File: src/rtl/i2cm_pkg.sv
// Shared types and constants of the bit-level I2C master.
// No dependencies; used by the front, back and top-level files.
package i2cm_pkg;

  // Ticks per bus phase after reset.
  localparam logic [15:0] PHASE_LEN_RESET = 16'd30;

  // Command codes as they arrive on the input channel.
  typedef enum logic [3:0] {
    CMD_NONE     = 4'd0,
    CMD_START    = 4'd1,
    CMD_STOP     = 4'd2,
    CMD_WRITE    = 4'd3,
    CMD_READ     = 4'd4,
    CMD_ACK      = 4'd5,
    CMD_NACK     = 4'd6,
    CMD_WAIT_ACK = 4'd7,
    CMD_PROBE    = 4'd8
  } cmd_e;

  // One classified tick, as queued between front and back.
  typedef struct packed {
    cmd_e       cmd;
    logic [7:0] data;
    logic       sda;
    logic       bus_idle;
  } front_item_t;

  // One result beat.
  typedef struct packed {
    logic       scl;
    logic       sda;
    logic       busy;
    logic       done;
    logic [7:0] read_value;
    logic       nack;
  } res_t;

endpackage

File: src/rtl/i2cm_fifo.sv
// Small first-in first-out queue with a combinational head.
// No dependencies; instanced by the front and back of the I2C master.
module i2cm_fifo #(
  parameter int WIDTH = 8,
  parameter int DEPTH = 2
) (
  input  logic             clk_i,
  input  logic             rst_ni,
  input  logic             push_i,
  input  logic [WIDTH-1:0] data_i,
  output logic             full_o,
  input  logic             pop_i,
  output logic [WIDTH-1:0] data_o,
  output logic             empty_o
);

  localparam int PW = $clog2(DEPTH);
  localparam int CW = $clog2(DEPTH + 1);
  localparam logic [PW-1:0] LAST = PW'(DEPTH - 1);
  localparam logic [CW-1:0] FULL = CW'(DEPTH);

  logic [WIDTH-1:0] mem_q [DEPTH];
  logic [PW-1:0]    wr_q, rd_q;
  logic [CW-1:0]    cnt_q;
  logic             do_push, do_pop;

  assign full_o  = (cnt_q == FULL);
  assign empty_o = (cnt_q == '0);
  assign data_o  = mem_q[rd_q];
  assign do_push = push_i && !full_o;
  assign do_pop  = pop_i && !empty_o;

  always_ff @(posedge clk_i) begin
    if (do_push) begin
      mem_q[wr_q] <= data_i;
    end
  end

  always_ff @(posedge clk_i or negedge rst_ni) begin
    if (!rst_ni) begin
      wr_q  <= '0;
      rd_q  <= '0;
      cnt_q <= '0;
    end else begin
      if (do_push) begin
        wr_q <= (wr_q == LAST) ? '0 : wr_q + PW'(1);
      end
      if (do_pop) begin
        rd_q <= (rd_q == LAST) ? '0 : rd_q + PW'(1);
      end
      if (do_push && !do_pop) begin
        cnt_q <= cnt_q + CW'(1);
      end else if (do_pop && !do_push) begin
        cnt_q <= cnt_q - CW'(1);
      end
    end
  end

endmodule

File: src/rtl/i2cm_front.sv
// Front of the I2C master: accepts input beats, classifies the command
// and queues the tick for the sequencer. Depends on i2cm_pkg, i2cm_fifo.
module i2cm_front #(
  parameter int DEPTH = 2
) (
  input  logic                  clk_i,
  input  logic                  rst_ni,
  input  logic                  in_valid_i,
  output logic                  in_stall_o,
  input  logic [3:0]            command_i,
  input  logic [7:0]            data_byte_i,
  input  logic                  sda_level_i,
  input  logic                  scl_level_i,
  output i2cm_pkg::front_item_t item_o,
  output logic                  item_valid_o,
  input  logic                  item_pop_i
);

  i2cm_pkg::front_item_t cls;
  logic                  full, empty;

  // Fold unknown codes into no command; precompute the bus-idle check.
  always_comb begin
    cls.cmd      = (command_i <= i2cm_pkg::CMD_PROBE) ? i2cm_pkg::cmd_e'(command_i)
                                                      : i2cm_pkg::CMD_NONE;
    cls.data     = data_byte_i;
    cls.sda      = sda_level_i;
    cls.bus_idle = sda_level_i & scl_level_i;
  end

  i2cm_fifo #(
    .WIDTH ($bits(i2cm_pkg::front_item_t)),
    .DEPTH (DEPTH)
  ) u_queue (
    .clk_i   (clk_i),
    .rst_ni  (rst_ni),
    .push_i  (in_valid_i),
    .data_i  (cls),
    .full_o  (full),
    .pop_i   (item_pop_i),
    .data_o  (item_o),
    .empty_o (empty)
  );

  assign in_stall_o   = full;
  assign item_valid_o = !empty;

endmodule

File: src/rtl/i2cm_back.sv
// Back of the I2C master: phase sequencer that advances one tick per
// queued beat and queues the result. Depends on i2cm_pkg, i2cm_fifo.
module i2cm_back #(
  parameter int DEPTH = 2
) (
  input  logic                  clk_i,
  input  logic                  rst_ni,
  input  i2cm_pkg::front_item_t item_i,
  input  logic                  item_valid_i,
  output logic                  item_pop_o,
  input  logic                  cfg_we_i,
  input  logic [15:0]           cfg_data_i,
  output i2cm_pkg::res_t        res_o,
  output logic                  res_valid_o,
  input  logic                  res_stall_i
);

  typedef enum logic [4:0] {
    S_IDLE  = 5'd0,
    S_ST_A  = 5'd1,
    S_ST_B  = 5'd2,
    S_ST_C  = 5'd3,
    S_STOP  = 5'd4,
    S_WR_A  = 5'd5,
    S_WR_B  = 5'd6,
    S_WR_C  = 5'd7,
    S_RD_A  = 5'd8,
    S_RD_B  = 5'd9,
    S_AK_A  = 5'd10,
    S_AK_B  = 5'd11,
    S_AK_C  = 5'd12,
    S_NK_A  = 5'd13,
    S_NK_B  = 5'd14,
    S_NK_C  = 5'd15,
    S_WA_A  = 5'd16,
    S_WA_B  = 5'd17,
    S_WA_C  = 5'd18
  } step_e;

  typedef enum logic [2:0] {
    PR_NONE  = 3'd0,
    PR_START = 3'd1,
    PR_ADDR  = 3'd2,
    PR_ACK   = 3'd3,
    PR_STOP  = 3'd4
  } probe_e;

  step_e       step_q, step_d;
  logic [15:0] len_q, pc_q, pc_d;
  logic [3:0]  bi_q, bi_d;
  logic [7:0]  sv_q, sv_d, rh_q, rh_d;
  probe_e      ps_q, ps_d;
  logic        ack_q, ack_d, scl_q, scl_d, sda_q, sda_d;
  logic        done;
  logic        res_full, res_empty, step_en;
  logic [16:0] len_eff;
  i2cm_pkg::res_t res;

  assign step_en    = item_valid_i && !res_full;
  assign item_pop_o = step_en;
  assign len_eff    = (len_q == '0) ? 17'd1 : {1'b0, len_q};

  always_comb begin
    step_e nxt;
    logic  do_enter;
    logic  end_seq;
    nxt      = S_IDLE;
    do_enter = 1'b0;
    end_seq  = 1'b0;
    step_d   = step_q;
    pc_d     = pc_q;
    bi_d     = bi_q;
    sv_d     = sv_q;
    rh_d     = rh_q;
    ps_d     = ps_q;
    ack_d    = ack_q;
    scl_d    = scl_q;
    sda_d    = sda_q;
    done     = 1'b0;

    if (step_q != S_IDLE) begin
      if ({1'b0, pc_q} + 17'd1 < len_eff) begin
        pc_d = pc_q + 16'd1;
      end else begin
        case (step_q)
          S_ST_A: begin nxt = S_ST_B; do_enter = 1'b1; end
          S_ST_B: begin nxt = S_ST_C; do_enter = 1'b1; end
          S_STOP: begin sda_d = 1'b1; end_seq = 1'b1; end
          S_WR_A: begin nxt = S_WR_B; do_enter = 1'b1; end
          S_WR_B: begin nxt = S_WR_C; do_enter = 1'b1; end
          S_WR_C: begin
            bi_d = bi_q + 4'd1;
            if (bi_d[3]) begin
              end_seq = 1'b1;
            end else begin
              nxt = S_WR_A; do_enter = 1'b1;
            end
          end
          S_RD_A: begin
            sv_d = {sv_q[6:0], item_i.sda};
            nxt = S_RD_B; do_enter = 1'b1;
          end
          S_RD_B: begin
            bi_d = bi_q + 4'd1;
            if (bi_d[3]) begin
              rh_d = sv_q; end_seq = 1'b1;
            end else begin
              nxt = S_RD_A; do_enter = 1'b1;
            end
          end
          S_AK_A: begin nxt = S_AK_B; do_enter = 1'b1; end
          S_AK_B: begin nxt = S_AK_C; do_enter = 1'b1; end
          S_AK_C: begin sda_d = 1'b1; end_seq = 1'b1; end
          S_NK_A: begin nxt = S_NK_B; do_enter = 1'b1; end
          S_NK_B: begin nxt = S_NK_C; do_enter = 1'b1; end
          S_WA_A: begin nxt = S_WA_B; do_enter = 1'b1; end
          S_WA_B: begin ack_d = item_i.sda; nxt = S_WA_C; do_enter = 1'b1; end
          default: end_seq = 1'b1;
        endcase
      end
    end else begin
      case (item_i.cmd)
        i2cm_pkg::CMD_START: begin ps_d = PR_NONE; nxt = S_ST_A; do_enter = 1'b1; end
        i2cm_pkg::CMD_STOP:  begin ps_d = PR_NONE; nxt = S_STOP; do_enter = 1'b1; end
        i2cm_pkg::CMD_WRITE: begin
          ps_d = PR_NONE; sv_d = item_i.data; bi_d = '0; nxt = S_WR_A; do_enter = 1'b1;
        end
        i2cm_pkg::CMD_READ: begin
          ps_d = PR_NONE; sv_d = '0; bi_d = '0; nxt = S_RD_A; do_enter = 1'b1;
        end
        i2cm_pkg::CMD_ACK:      begin ps_d = PR_NONE; nxt = S_AK_A; do_enter = 1'b1; end
        i2cm_pkg::CMD_NACK:     begin ps_d = PR_NONE; nxt = S_NK_A; do_enter = 1'b1; end
        i2cm_pkg::CMD_WAIT_ACK: begin ps_d = PR_NONE; nxt = S_WA_A; do_enter = 1'b1; end
        i2cm_pkg::CMD_PROBE: begin
          if (item_i.bus_idle) begin
            sv_d = item_i.data; ps_d = PR_START; nxt = S_ST_A; do_enter = 1'b1;
          end else begin
            ack_d = 1'b1; ps_d = PR_NONE; done = 1'b1;
          end
        end
        default: ;
      endcase
    end

    // Chain the probe stages, otherwise close the command.
    if (end_seq) begin
      case (ps_d)
        PR_START: begin ps_d = PR_ADDR; bi_d = '0; nxt = S_WR_A; do_enter = 1'b1; end
        PR_ADDR:  begin ps_d = PR_ACK; nxt = S_WA_A; do_enter = 1'b1; end
        PR_ACK:   begin ps_d = PR_STOP; nxt = S_STOP; do_enter = 1'b1; end
        default: begin ps_d = PR_NONE; step_d = S_IDLE; pc_d = '0; done = 1'b1; end
      endcase
    end

    if (do_enter) begin
      step_d = nxt;
      pc_d   = '0;
      case (nxt)
        S_ST_A: begin sda_d = 1'b1; scl_d = 1'b1; end
        S_ST_B: sda_d = 1'b0;
        S_ST_C: scl_d = 1'b0;
        S_STOP: begin sda_d = 1'b0; scl_d = 1'b1; end
        S_WR_A: sda_d = sv_d[~bi_d[2:0]];
        S_WR_B: scl_d = 1'b1;
        S_WR_C: begin
          scl_d = 1'b0;
          if (bi_d == 4'd7) sda_d = 1'b1;
        end
        S_RD_A: begin sda_d = 1'b1; scl_d = 1'b1; end
        S_RD_B: scl_d = 1'b0;
        S_AK_A: sda_d = 1'b0;
        S_AK_B: scl_d = 1'b1;
        S_AK_C: scl_d = 1'b0;
        S_NK_A: sda_d = 1'b1;
        S_NK_B: scl_d = 1'b1;
        S_NK_C: scl_d = 1'b0;
        S_WA_A: sda_d = 1'b1;
        S_WA_B: scl_d = 1'b1;
        S_WA_C: scl_d = 1'b0;
        default: step_d = S_IDLE;
      endcase
    end

    res.scl        = scl_d;
    res.sda        = sda_d;
    res.busy       = (step_d != S_IDLE);
    res.done       = done;
    res.read_value = rh_d;
    res.nack       = ack_d;
  end

  always_ff @(posedge clk_i or negedge rst_ni) begin
    if (!rst_ni) begin
      step_q <= S_IDLE;
      len_q  <= i2cm_pkg::PHASE_LEN_RESET;
      pc_q   <= '0;
      bi_q   <= '0;
      sv_q   <= '0;
      rh_q   <= '0;
      ps_q   <= PR_NONE;
      ack_q  <= 1'b1;
      scl_q  <= 1'b1;
      sda_q  <= 1'b1;
    end else begin
      if (cfg_we_i) begin
        len_q <= cfg_data_i;
      end
      if (step_en) begin
        step_q <= step_d;
        pc_q   <= pc_d;
        bi_q   <= bi_d;
        sv_q   <= sv_d;
        rh_q   <= rh_d;
        ps_q   <= ps_d;
        ack_q  <= ack_d;
        scl_q  <= scl_d;
        sda_q  <= sda_d;
      end
    end
  end

  i2cm_fifo #(
    .WIDTH ($bits(i2cm_pkg::res_t)),
    .DEPTH (DEPTH)
  ) u_res_queue (
    .clk_i   (clk_i),
    .rst_ni  (rst_ni),
    .push_i  (step_en),
    .data_i  (res),
    .full_o  (res_full),
    .pop_i   (!res_stall_i),
    .data_o  (res_o),
    .empty_o (res_empty)
  );

  assign res_valid_o = !res_empty;

endmodule

File: src/rtl/i2c_bit_level_master.sv
// Top level of the bit-level open-drain I2C master.
// Depends on i2cm_pkg, i2cm_front, i2cm_back (and i2cm_fifo through them).
//
// Usage:
//  - Input channel (in_valid_i / in_stall_o): one beat per system tick, with
//    the sampled SDA/SCL levels and a command (acted on only while idle).
//  - Output channel (out_valid_o / out_stall_i): exactly one result beat per
//    input beat, in order: line drives, busy, done pulse, last read byte and
//    the ack/no-device flag.
//  - Config channel (cfg_valid_i / cfg_ready_o): writes phase_length, the
//    ticks per bus phase; always ready. Write it only while no beat is in
//    flight; the next beat runs at the new length.
//  - Path: each input beat is registered in the input queue, its result in
//    the result queue; it leaves there when out_stall_i is low.
//  - Throughput: one beat per cycle while the result queue is not full, set
//    by the sequencer, which updates its phase state once per beat.
//  - Reset: queues empty, sequencer idle, both lines released, nack flag set,
//    phase_length back to 30 ticks.
//  - Stall: a stalled receiver fills the result queue; the sequencer then
//    holds, the input queue fills and in_stall_o rises. No beat is dropped.
module i2c_bit_level_master #(
  parameter int QUEUE_DEPTH = 2
) (
  input  logic        clk_i,
  input  logic        rst_ni,
  // input channel
  input  logic        in_valid_i,
  output logic        in_stall_o,
  input  logic [3:0]  command_i,
  input  logic [7:0]  data_byte_i,
  input  logic        sda_level_i,
  input  logic        scl_level_i,
  // result channel
  output logic        out_valid_o,
  input  logic        out_stall_i,
  output logic        scl_drive_o,
  output logic        sda_drive_o,
  output logic        busy_res_o,
  output logic        done_res_o,
  output logic [7:0]  read_value_o,
  output logic        nack_seen_o,
  // configuration channel
  input  logic        cfg_valid_i,
  output logic        cfg_ready_o,
  input  logic [15:0] cfg_data_i
);

  i2cm_pkg::front_item_t item;
  i2cm_pkg::res_t        res;
  logic                  item_valid, item_pop;

  // Classify and queue incoming beats.
  i2cm_front #(
    .DEPTH (QUEUE_DEPTH)
  ) u_front (
    .clk_i        (clk_i),
    .rst_ni       (rst_ni),
    .in_valid_i   (in_valid_i),
    .in_stall_o   (in_stall_o),
    .command_i    (command_i),
    .data_byte_i  (data_byte_i),
    .sda_level_i  (sda_level_i),
    .scl_level_i  (scl_level_i),
    .item_o       (item),
    .item_valid_o (item_valid),
    .item_pop_i   (item_pop)
  );

  // Advance the bus sequencer one tick per queued beat.
  i2cm_back #(
    .DEPTH (QUEUE_DEPTH)
  ) u_back (
    .clk_i        (clk_i),
    .rst_ni       (rst_ni),
    .item_i       (item),
    .item_valid_i (item_valid),
    .item_pop_o   (item_pop),
    .cfg_we_i     (cfg_valid_i & cfg_ready_o),
    .cfg_data_i   (cfg_data_i),
    .res_o        (res),
    .res_valid_o  (out_valid_o),
    .res_stall_i  (out_stall_i)
  );

  // The phase length register takes a write on any cycle.
  assign cfg_ready_o = 1'b1;

  assign scl_drive_o  = res.scl;
  assign sda_drive_o  = res.sda;
  assign busy_res_o   = res.busy;
  assign done_res_o   = res.done;
  assign read_value_o = res.read_value;
  assign nack_seen_o  = res.nack;

endmodule

File: config.mk
export PLATFORM = sky130hd
export DESIGN_NAME = i2c_bit_level_master
export DESIGN_NICKNAME = d
export VERILOG_FILES = /design/src/rtl/i2cm_pkg.sv /design/src/rtl/i2cm_fifo.sv /design/src/rtl/i2cm_front.sv /design/src/rtl/i2cm_back.sv /design/src/rtl/i2c_bit_level_master.sv
export SDC_FILE = /design/constraint.sdc
export NUM_CORES = 1
export LEC_CHECK = 0
export BUFFER_PORTS_ARGS = -buffer_cell sky130_fd_sc_hd__buf_4
export CORE_MARGIN = 5
export CORE_UTILIZATION = 35
export DETAILED_ROUTE_END_ITERATION = 10
export PLACE_DENSITY_LB_ADDON = 0.1
export REMOVE_ABC_BUFFERS = 1
export SYNTH_ARGS = -nofsm -noshare
export SYNTH_HDL_FRONTEND = slang
export SYNTH_SLANG_ARGS = --single-unit
File: constraint.sdc
create_clock -name clk_i -period 5.3 [get_ports clk_i]
set_clock_uncertainty 0.05 [all_clocks]
set_input_delay 1.06 -clock clk_i [delete_from_list [all_inputs] [get_ports clk_i]]
set_output_delay 1.06 -clock clk_i [all_outputs]
set_load 0.01 [all_outputs]
==> metrics.cfg, run 1 <==
[clock_network]
root_buffer = clkbuf_16
clk_latency_ns = 0.41
htree_levels = 4
clk_path_buf_depth = 2
clk_transition_reported_paths_ns = 0.06
cts.repair.resized = 0
cts_tree = built
post_cts_buffers = 0
numCtsBuffers = 17
cts_num_sinks = 125
ctsHoldBuffers = 0

[synth]
syn_inst = 645
synthesis.area_mm2 = 0.006838
ys_ff_latch = 125
yosys.area.top_type = edfxtp_1
postSynth.asyncResetShare_pct = 56.80
synth.distinct_cells = 75
synth_area_per_cell_um2 = 10.60
ys_seq_area_share_pct = 49.83
ys_warn_count = 0
synth_ff_type = dfrtp_1
synth_top_area_share_pct = 23.71
yosys-top-cells-area = edfxtp_1 (24%), dfrtp_1 (23%), mux2_2 (5.4%)
synth-edff-count = 54

[min_path]
holdPathStages = 2
min_from = u_back.ack_q$_DFFE_PN1P_
hp-class = reg2reg
whs_endpoint = u_back.ack_q$_DFFE_PN1P_

[setup_path]
r2r-start = u_back.pc_q[2]$_DFFE_PN0P_
worstSetupPathType = reg2reg
r2r_setup_slack_ns = 0.58
crit_slowest_cell = nor3_1
crit_family = simple AND/OR/NAND/NOR gates
critPathMaxStageDelay_ns = 0.69
crit_fanout = 9
required_ns = 5.58
r2r_end = u_back.sda_q$_DFFE_PN1P_
crit_top_cell = nand3_1
start_kind = flip-flop
critPathCaptureType = flip-flop
critPathArrivalTime_ns = 5.00
path_cells = nand3_1 -> nor2_1 -> and3_1 -> and2_1 -> nand3_1 -> nor2_1 -> xor2_1 -> ha_1 -> nand3_1 -> nor3_1 -> and4_1 -> a211oi_2 -> a2111oi_1 -> nor3_1 -> a2111o_1 -> nand4_1 -> a211o_1 -> a31oi_1
reg2reg_depth = 18
crit_buf_inv = 0

[sta]
finalHoldViolCount = 0
fmax_mhz = 211.8
setup_violations = 0
hold_slack_ns = 0.4315
finalCritPeriodShare_pct = 89.10
rsz0062_at_grt = false
fin_tns_setup_ns = 0
worst_pin_slew_ns = 1.213
finalMaxSlewViolations = 0
relSlewSlack_pct = 18.83
fin_crit_ns = 4.722

[floorplan]
die_x_um = 149.8
ioPinCount = 51
dieArea_mm2 = 0.02243
start_util_pct = 35.37
core_mm2 = 0.01933
die-height_um = 149.8
rows = 51

[power_and_ir_drop]
cellLeakagePower_nw = 3.300
p_total_mw = 4.396
p_per_area_mw_per_mm2 = 547.0
ir_worst_vdd_v = 0.0003870

[placed_design]
dp_hpwl_mm = 11.82
io_buffers = 49
gp_congestion = 0.8880

[layout]
syn_to_final_growth_pct = 17.55
nets = 744
drive_gt1_share_pct = 19.91
fillers = 1870
antenna_cells = 0
utilization_pct = 41.57

[routing]
dr.pass1.iters = 5
first_iter_violations = 374
vias_per_cell = 5.303
wl_mm = 16.60
num_vias = 5133
ant_nets = 0
drc = 0
post_drt_wl_per_cell_um = 17.15

[status]
run_status = completed

[global_route]
grt_pass1_wl_mm = 26.97
antenna_found_initial = 0
grt_pass1_vias = 5068
grt_overflow = 0
grt_usage_pct = 15.28
grt_start_max_net_pins = 72

[run]
cap_violations = 0

-- cell families after synthesis --
| group | Yosys count | synth area share, % |
|---|---|---|
| XOR/XNOR | 26 | 3.330 |
| adder cells (fa/ha/maj) | 19 | 3.477 |
| flip-flops | 125 | 49.83 |
| multiplexers | 47 | 7.612 |
| AND/OR/NAND/NOR | 210 | 15.74 |
| AO/OA/AOI/OAI | 163 | 16.58 |
| buffers and inverters | 54 | 3.385 |
| other | 1 | 0.05484 |
-- worst register-to-register path, cell delays in order (launching register included) --
cell	delay [ns]
dfrtp_1	0.43
nand3_1	0.10
nor2_1	0.18
and3_1	0.21
and2_1	0.20
nand3_1	0.17
nor2_1	0.20
xor2_1	0.22
ha_1	0.28
nand3_1	0.11
nor3_1	0.09
and4_1	0.20
a211oi_2	0.55
a2111oi_1	0.14
nor3_1	0.69
a2111o_1	0.21
nand4_1	0.09
a211o_1	0.33
a31oi_1	0.19
-- cells in the mapped netlist, types with 3 or more instances --
cell type,count
a2111o_1,3
a211o_1,3
a211oi_1,4
a21o_1,5
a21oi_1,23
a22o_1,22
a311oi_1,5
a31o_2,3
a31oi_1,5
and2_1,5
and3_1,8
and4_1,4
buf_4,3
clkbuf_1,19
dfrtp_1,64
dfstp_2,7
edfxtp_1,54
ha_1,19
inv_1,25
mux2_2,33
mux2i_1,12
nand2_1,72
nand2b_1,7
nand3_1,18
nand3b_1,3
nand4_1,11
nor2_1,34
nor2b_1,8
nor3_1,14
nor3b_1,4
nor4_1,4
o211ai_1,7
o21a_1,7
o21ai_0,41
o21ai_1,5
o22ai_1,3
o31ai_1,7
xnor2_1,18
xor2_1,8
-- worst max-delay path by stage --
| stage | from | to | depth (start not counted) |
|---|---|---|---|
| 5_1_grt | u_back.pc_q[2]$_DFFE_PN0P_ | u_back.u_res_queue.mem_q[1][11]$_DFFE_PP_ | 19 |
| 3_3_place_gp | u_back.pc_q[2]$_DFFE_PN0P_ | u_back.rh_q[7]$_DFFE_PN0P_ | 17 |
| 2_1_floorplan | u_back.pc_q[0]$_DFFE_PN0P_ | u_back.u_res_queue.mem_q[0][11]$_DFFE_PP_ | 15 |
| 6_report | u_back.pc_q[2]$_DFFE_PN0P_ | u_back.sda_q$_DFFE_PN1P_ | 18 |
| 3_5_place_dp | u_back.pc_q[2]$_DFFE_PN0P_ | u_back.u_res_queue.mem_q[0][11]$_DFFE_PP_ | 18 |
| 4_1_cts | u_back.pc_q[2]$_DFFE_PN0P_ | u_back.rh_q[7]$_DFFE_PN0P_ | 17 |
-- sequential cells by signal (all words and copies together) (netlist names), 2 cells and up --
name,flops
u_back.sv_q,8
u_back.len_q,16
u_back.pc_q,16
u_back.bi_q,4
u_front.u_queue.mem_q,28
u_front.u_queue.cnt_q,2
u_back.step_q,5
u_back.ps_q,3
u_back.u_res_queue.cnt_q,2
u_back.u_res_queue.mem_q,26
u_back.rh_q,8
-- placed cells by master (no fill, tap or decap), types with 8 or more instances in the layout --
cell / count
nand4_1: 11
and3_1: 8
a22o_1: 22
nand2_1: 72
a21oi_1: 23
mux2_2: 33
clkbuf_16: 18
xnor2_1: 18
ha_1: 19
edfxtp_1: 54
dfrtp_1: 64
nand3_1: 18
buf_4: 54
o21ai_0: 41
nor3_1: 14
nor2_1: 34
xor2_1: 8
inv_1: 25
nor2b_1: 8
mux2i_1: 12
-- where the power goes --
group | leakage, nW | internal [mW] | switching, mW
Clock | 0.293 | 0.719 | 0.441
Combinational | 1.60 | 0.662 | 1.04
Sequential | 1.41 | 1.33 | 0.207
-- final cells by class --
cell class	instances	area, um^2	share of cell area, %
Multi-Input combinational cell	466	3206	39.88
Clock inverter	14	140.1	1.743
Timing Repair Buffer	54	405.4	5.044
Sequential cell	125	3407	42.39
Inverter	26	97.59	1.214
Tap cell	265	331.6	4.125
Clock buffer	18	450.4	5.604
-- metrics by stage --
stage	setup WS, ns	std cells	instance area, um^2
2_1_floorplan	0.7633	617	6704
3_3_place_gp	0.8188	936	7447
3_5_place_dp	0.6161	936	7447
4_1_cts	0.5897	968	8038
5_1_grt	0.2397	968	8038
6_report	0.5777	968	8038
-- layer usage --
layer	vias up	share of wire, %	GRT usage [%]
li1	2502	-	-
met1	2508	50	22.13
met2	112	45	22.94
met3	11	3.6	2.998
met4	0	1.3	5.169
met5	-	0	0
No activity file was read; power rests on OpenSTA's default activity.
==> run 2: changes to the inputs <==
--- a/config.mk
+++ b/config.mk
@@ -6,11 +6,12 @@
 export NUM_CORES = 1
 export LEC_CHECK = 0
 export BUFFER_PORTS_ARGS = -buffer_cell sky130_fd_sc_hd__buf_4
-export CORE_MARGIN = 5
 export CORE_UTILIZATION = 35
 export DETAILED_ROUTE_END_ITERATION = 10
 export PLACE_DENSITY_LB_ADDON = 0.1
+export RECOVER_POWER = 100
 export REMOVE_ABC_BUFFERS = 1
+export SLEW_MARGIN = 20
 export SYNTH_ARGS = -nofsm -noshare
 export SYNTH_HDL_FRONTEND = slang
 export SYNTH_SLANG_ARGS = --single-unit
==> run 2 against run 1 <==
  * The run now ends with max-capacitance violations, max-slew violations left
  * Wire length decreased by 1.8%
  * Worst hold slack improved by 0.0039 ns
  * Worst setup slack got worse by 0.031 ns
  * Flip-flop and latch count unchanged
  * Global-route usage increased by 2.0 points
  * Sequential share of layout area increased by 0.54 points
  * Sequential power about the same
  * Power decreased by 1.9%
  * Largest cell class unchanged
==> metrics.cfg, run 2 (synthesized netlist as in run 1, its figures left out) <==
[clock_network]
cts_num_sinks = 125  ; unchanged
numCtsBuffers = 17  ; unchanged
clk_path_buf_depth = 2  ; unchanged
cts_tree = built
clk_transition_reported_paths_ns = 0.06  ; about the same
post_cts_buffers = 0  ; unchanged
htree_levels = 4  ; unchanged
cts.repair.resized = 0  ; unchanged
ctsHoldBuffers = 0  ; unchanged
clk_latency_ns = 0.42  ; about the same
root_buffer = clkbuf_16

[layout]
utilization_pct = 41.87  ; +0.30 points
final_common_cell = nand2_1
largest_reg_flops = 28  ; unchanged
antenna_cells = 0  ; unchanged
top_register = u_front.u_queue.mem_q
fillers = 1842  ; -1.5%
nets = 746  ; +0.27%
syn_to_final_growth_pct = 16.07
final_cell_mix = nand2_1 (72), dfrtp_1 (64), edfxtp_1 (54), o21ai_0 (42), nor2_1 (34)
reg_top3 = u_front.u_queue.mem_q (28), u_back.u_res_queue.mem_q (26)
drive_gt1_share_pct = 15.32  ; -4.6 points

[power_and_ir_drop]
p_per_area_mw_per_mm2 = 543.6  ; -0.61%
cellLeakagePower_nw = 3.204  ; -2.9%
ir_worst_vdd_v = 0.0004485  ; +16%

[routing]
first_iter_violations = 279  ; -25%
dr.pass1.iters = 5  ; unchanged
vias_per_cell = 5.320  ; +0.33%
post_drt_wl_per_cell_um = 16.90  ; -1.4%
m1WireLength_mm = 8.122  ; -1.8%
num_vias = 5134  ; +0.019%
wl_mm = 16.31  ; -1.8%
ant_nets = 0  ; unchanged
drc = 0  ; unchanged
highest_layer = met4
wl_met3_um = 663  ; +12%
wl_met2_mm = 7.327  ; -2.7%

[sta]
timing.final.ws_setup_ns = 0.5466  ; -0.03105 ns
relSlewSlack_pct = -69.39  ; -88 points
setup_violations = 0  ; unchanged
finalHoldViolCount = 0  ; unchanged
fin_tns_setup_ns = 0  ; unchanged
fmax_mhz = 210.4  ; -0.65%
hold_slack_ns = 0.4354  ; +0.003916 ns
fin_crit_ns = 4.753  ; +0.03105 ns
worst_pin_slew_ns = 2.541  ; +1.328 ns
rsz0062_at_grt = false
finalMaxSlewViolations = 74  ; +74
finalCritPeriodShare_pct = 89.69  ; +0.59 points

[placed_design]
io_buffers = 49  ; unchanged
dp_hpwl_mm = 11.62  ; -1.6%
gp_congestion = 0.8631  ; -2.8%
pre_cts_slack_ns = 0.6489  ; +0.03280 ns

[setup_path]
crit_slowest_cell = or3_1
critPathCaptureType = flip-flop
crit_family = compound AO/OA/AOI/OAI gates
critPathArrivalTime_ns = 4.85  ; -0.15 ns
path_cells = ha_1 -> and4_1 -> nand2_1 -> xnor2_1 -> ha_1 -> a21o_1 -> a21o_1 -> a2111o_1 -> a211oi_1 -> buf_4 -> a2111oi_1 -> or3_1 -> a2111o_1 -> nand4_1 -> a211o_1 -> nand3_1
crit_buf_inv = 1  ; +1
critPathMaxStageDelay_ns = 0.46  ; -0.23 ns
crit_fanout = 26  ; +17
worstSetupPathType = reg2reg
required_ns = 5.40  ; -0.18 ns
start_kind = flip-flop

[floorplan]
core_mm2 = 0.01896  ; -2.0%
dieArea_mm2 = 0.02010  ; -10%
die-height_um = 141.8  ; -5.3%
ioPinCount = 51  ; unchanged
start_util_pct = 36.07  ; +0.71 points
die_x_um = 141.8  ; -5.3%
rows = 50  ; -2.0%

[run]
cap_violations = 2  ; +2

[global_route]
grt_overflow = 0  ; unchanged
grt_start_max_net_pins = 72  ; unchanged
antenna_found_initial = 0  ; unchanged
grt_usage_pct = 17.33  ; +2.0 points
grt_pass1_wl_mm = 26.68  ; -1.0%
grt_pass1_vias = 5129  ; +1.2%

[min_path]
hp-class = reg2reg

[status]
run_status = finished with violations
violations = max-capacitance violations, max-slew violations

[run 2: cell types whose count changed in the layout (fill, tap and decap cells not counted), moves of 3 or more]
cell / previous run / this run
and2_1: 5 / 2
and2_0: 0 / 3
mux2_1: 0 / 7
clkbuf_1: 0 / 23
clkinv_2: 5 / 0
mux2_2: 33 / 27
buf_4: 54 / 23
clkbuf_4: 0 / 9
[run 2: path summary, 6_finish.rpt]
check / from / end / slack [ns] / cells past startpoint
max: u_back.pc_q[0]$_DFFE_PN0P_ / u_back.u_res_queue.mem_q[0][11]$_DFFE_PP_ / 0.55 / 16
min: u_back.sv_q[0]$_DFFE_PN0P_ / u_back.sv_q[0]$_DFFE_PN0P_ / 0.44 / 2
max reg2reg: u_back.pc_q[0]$_DFFE_PN0P_ / u_back.u_res_queue.mem_q[0][11]$_DFFE_PP_ / 0.55 / 16
min reg2reg: u_back.sv_q[0]$_DFFE_PN0P_ / u_back.sv_q[0]$_DFFE_PN0P_ / 0.44 / 2
max in group asynchronous: rst_ni / u_back.rh_q[5]$_DFFE_PN0P_ / 1.11 / 2
min in group asynchronous: rst_ni / u_back.ps_q[1]$_DFFE_PN0P_ / 0.99 / 1
[run 2: layout make-up]
type | instances | area, um^2 | share of cell area (%)
tap | 260 | 325.3 | 4.099
clock inverter | 13 | 126.4 | 1.592
multi-input combinational | 466 | 3186 | 40.14
timing repair buffer | 56 | 330.3 | 4.162
inverter | 26 | 97.59 | 1.230
sequential | 125 | 3407 | 42.93
clock buffer | 19 | 464.2 | 5.849
[run 2: metrics by stage]
stage | cell area (um^2) | power (mW) | std cells
after floorplan | 6704 | 2.634 | 617
final | 7936 | 4.314 | 965
after global placement | 7448 | 3.225 | 932
after global routing | 7936 | 4.601 | 965
after CTS | 8044 | 4.431 | 964
after detailed placement | 7453 | 3.259 | 932
[run 2: where the power goes]
part           internal, mW  switching (mW)
Combinational         0.595            1.00
Sequential             1.33           0.231
Clock                 0.693           0.465
Total                  2.61            1.70
[run 2: per-layer routing]
metal | track usage [%] | vias to the layer above
met5 | 0 | -
met4 | 5.546 | 0
met3 | 3.881 | 16
met2 | 26.94 | 107
met1 | 23.90 | 2507
li1 | - | 2504
[run 2: worst register-to-register path: stages (launching register included)]
cell and delay, ns:
dfrtp_1 0.44, ha_1 0.24, and4_1 0.26, nand2_1 0.09
xnor2_1 0.26, ha_1 0.30, a21o_1 0.19, a21o_1 0.17
a2111o_1 0.43, a211oi_1 0.38, buf_4 0.34, a2111oi_1 0.11
or3_1 0.46, a2111o_1 0.42, nand4_1 0.11, a211o_1 0.15
nand3_1 0.09
==> run 3: changes to the inputs <==
--- a/config.mk
+++ b/config.mk
@@ -8,7 +8,7 @@
 export BUFFER_PORTS_ARGS = -buffer_cell sky130_fd_sc_hd__buf_4
 export CORE_UTILIZATION = 35
 export DETAILED_ROUTE_END_ITERATION = 10
-export PLACE_DENSITY_LB_ADDON = 0.1
+export GPL_TIMING_DRIVEN = 0
 export RECOVER_POWER = 100
 export REMOVE_ABC_BUFFERS = 1
 export SLEW_MARGIN = 20
==> run 3 against run 2 <==
  * Sequential power is essentially flat
  * Power shrank 1.6%
  * Maximum frequency shrank 1.4%
  * The run still ends with max-capacitance violations, max-slew violations left
  * First-iteration DRC count grew 29%
  * Critical path type unchanged
  * Design area grew 0.14%
  * Critical endpoint unchanged
  * Register-to-register slack lost 0.07 ns
  * Non-clock buffer count shrank 2
  * Worst hold slack lost 0.020 ns
  * Highest routed layer unchanged
==> metrics.cfg, run 3 (synthesized netlist as in run 1, its figures left out) <==
[status]
run_status = finished with violations
violations = max-capacitance violations, max-slew violations

[min_path]
whs_endpoint = u_back.ack_q$_DFFE_PN1P_
hp-class = reg2reg
min_from = u_back.ack_q$_DFFE_PN1P_
holdPathStages = 2  ; unchanged

[placed_design]
io_buffers = 49  ; unchanged
gp_congestion = 0.8167  ; -5.4%
dp_hpwl_mm = 10.85  ; -6.7%

[power_and_ir_drop]
cellLeakagePower_nw = 3.193  ; -0.32%
p_per_area_mw_per_mm2 = 534.3  ; -1.7%
ir_worst_vdd_v = 0.0002681  ; -40%
p_total_mw = 4.246  ; -1.6%

[setup_path]
r2r-start = u_back.pc_q[0]$_DFFE_PN0P_
reg2reg_depth = 17  ; +1
crit_slowest_cell = dfrtp_1
required_ns = 5.39  ; about the same
r2r_setup_slack_ns = 0.48  ; -0.07 ns
crit_family = compound AO/OA/AOI/OAI gates
crit_buf_inv = 1  ; unchanged
critPathMaxStageDelay_ns = 0.48  ; +0.02 ns
worstSetupPathType = reg2reg
path_cells = ha_1 -> and4_1 -> and4_1 -> and3_1 -> xor2_1 -> ha_1 -> a21oi_1 -> o21a_1 -> o221ai_1 -> a211oi_4 -> clkbuf_4 -> a211oi_1 -> a211o_1 -> a2111oi_0 -> a311oi_1 -> o211ai_1 -> nand3_1
start_kind = flip-flop
r2r_end = u_back.u_res_queue.mem_q[0][11]$_DFFE_PP_
critPathCaptureType = flip-flop
crit_fanout = 10  ; -62%
critPathArrivalTime_ns = 4.91  ; +0.06 ns

[sta]
rsz0062_at_grt = false
finalMaxSlewViolations = 72  ; -2.7%
hold_slack_ns = 0.4153  ; -0.02005 ns
finalCritPeriodShare_pct = 90.96  ; +1.3 points
fin_crit_ns = 4.821  ; +0.06775 ns
setup_violations = 0  ; unchanged
worst_pin_slew_ns = 3.908  ; +1.367 ns
finalHoldViolCount = 0  ; unchanged
fmax_mhz = 207.4  ; -1.4%
relSlewSlack_pct = -160.5  ; -91 points

[layout]
multi_input_area_mm2 = 0.003206  ; +0.63%
seqCellArea_mm2 = 0.003407  ; unchanged
drive_gt1_share_pct = 15.65  ; +0.33 points
fillers = 1802  ; -2.2%
final_common_cell = nand2_1
nets = 744  ; -0.27%
final_cell_mix = nand2_1 (72), dfrtp_1 (64), edfxtp_1 (54), o21ai_0 (42), nor2_1 (34)
largest_reg_flops = 28  ; unchanged
reg_top3 = u_front.u_queue.mem_q (28), u_back.u_res_queue.mem_q (26)
syn_to_final_growth_pct = 16.23
top_register = u_front.u_queue.mem_q
antenna_cells = 0  ; unchanged
utilization_pct = 41.93  ; +0.059 points

[routing]
dr.pass1.iters = 5  ; unchanged
post_drt_wl_per_cell_um = 16.00  ; -5.3%
vias_per_cell = 5.334  ; +0.27%
ant_nets = 0  ; unchanged
num_vias = 5137  ; +0.058%
first_iter_violations = 359  ; +29%
wl_mm = 15.41  ; -5.5%
drc = 0  ; unchanged

[floorplan]
die_x_um = 141.8  ; unchanged
ioPinCount = 51  ; unchanged
start_util_pct = 36.07  ; unchanged
die-height_um = 141.8  ; unchanged
dieArea_mm2 = 0.02010  ; unchanged
core_mm2 = 0.01896  ; unchanged
rows = 50  ; unchanged

[global_route]
grt_pass1_vias = 5021  ; -2.1%
antenna_found_initial = 0  ; unchanged
grt_overflow = 0  ; unchanged
grt_usage_pct = 16.25  ; -1.1 points
grt_pass1_wl_mm = 25.41  ; -4.8%
grt_start_max_net_pins = 72  ; unchanged

[clock_network]
root_buffer = clkbuf_16
clk_path_buf_depth = 2  ; unchanged
numCtsBuffers = 17  ; unchanged
htree_levels = 4  ; unchanged
clk_transition_reported_paths_ns = 0.06  ; about the same
ctsHoldBuffers = 0  ; unchanged
cts_num_sinks = 125  ; unchanged
clk_latency_ns = 0.42  ; about the same
cts_tree = built

[run]
cap_violations = 1  ; -1

[run 3: changes by cell type in the layout (fill, tap and decap cells not counted), sizes merged]
cell      previous run  this run
clkinvlp             3         6
clkinv               3         4
clkbuf              51        53
inv                 32        27
bufinv               1         2
buf                 24        20
[run 3: through the flow]
step | setup TNS [ns] | setup slack (ns) | instance area, um^2 | std cells
after global routing | 0 | 0.02841 | 7948 | 963
after global placement | -0.2072 | -0.08960 | 7397 | 926
after detailed placement | 0 | 0.2433 | 7441 | 928
after CTS | 0 | 0.2285 | 8019 | 960
final | 0 | 0.4789 | 7948 | 963
after floorplan | 0 | 0.7633 | 6704 | 617
[run 3: worst max-delay path by stage]
| stage | startpoint | to | slack [ns] | depth (start not counted) |
|---|---|---|---|---|
| finish | u_back.pc_q[0]$_DFFE_PN0P_ | u_back.u_res_queue.mem_q[0][11]$_DFFE_PP_ | 0.48 | 17 |
| global route | u_back.pc_q[2]$_DFFE_PN0P_ | u_back.u_res_queue.mem_q[1][11]$_DFFE_PP_ | 0.03 | 18 |
| CTS | u_back.pc_q[2]$_DFFE_PN0P_ | u_back.u_res_queue.mem_q[1][11]$_DFFE_PP_ | 0.23 | 19 |
| detailed placement | u_back.pc_q[2]$_DFFE_PN0P_ | u_back.u_res_queue.mem_q[0][11]$_DFFE_PP_ | 0.24 | 19 |
| global placement | u_back.pc_q[0]$_DFFE_PN0P_ | u_back.u_res_queue.mem_q[1][11]$_DFFE_PP_ | -0.09 | 18 |
| floorplan | u_back.pc_q[0]$_DFFE_PN0P_ | u_back.u_res_queue.mem_q[0][11]$_DFFE_PP_ | 0.76 | 15 |
[run 3: tightest hold or removal path: cells and delay by family (launching register included)]
family	cells	cell delay [ns]
flops	1	0.37
simple gates	2	0.10
[run 3: power breakdown]
| group | leakage [nW] | internal (mW) | switching (mW) |
|---|---|---|---|
| registers | 1.41 | 1.33 | 0.248 |
| clock network | 0.262 | 0.692 | 0.434 |
| logic | 1.52 | 0.577 | 0.969 |
| total | 3.19 | 2.60 | 1.65 |
[run 3: what timing repair did]
action / in CTS / in global routing
endpoints found under the setup margin: 0 / 3
resized for setup: 0 / 2
buffers inserted: 0 / 3
[run 3: layout make-up]
class / instances / area share (%)
clock buffers: 19 / 5.447
clock inverters: 13 / 1.826
inverters: 26 / 1.228
multi-input cells: 466 / 40.33
flip-flops and latches: 125 / 42.87
well taps: 260 / 4.093
repair buffers: 54 / 4.203
[run 3: per-layer routing]
| metal | global-route usage (%) | share of wire, % | vias up | wire length [um] |
|---|---|---|---|---|
| met2 | 24.53 | 45 | 135 | 6897 |
| met1 | 22.59 | 49 | 2480 | 7535 |
| li1 | - | - | 2502 | - |
| met5 | 0 | 0 | - | 0 |
| met4 | 7.074 | 1.6 | 0 | 249 |
| met3 | 3.240 | 4.7 | 20 | 729 |
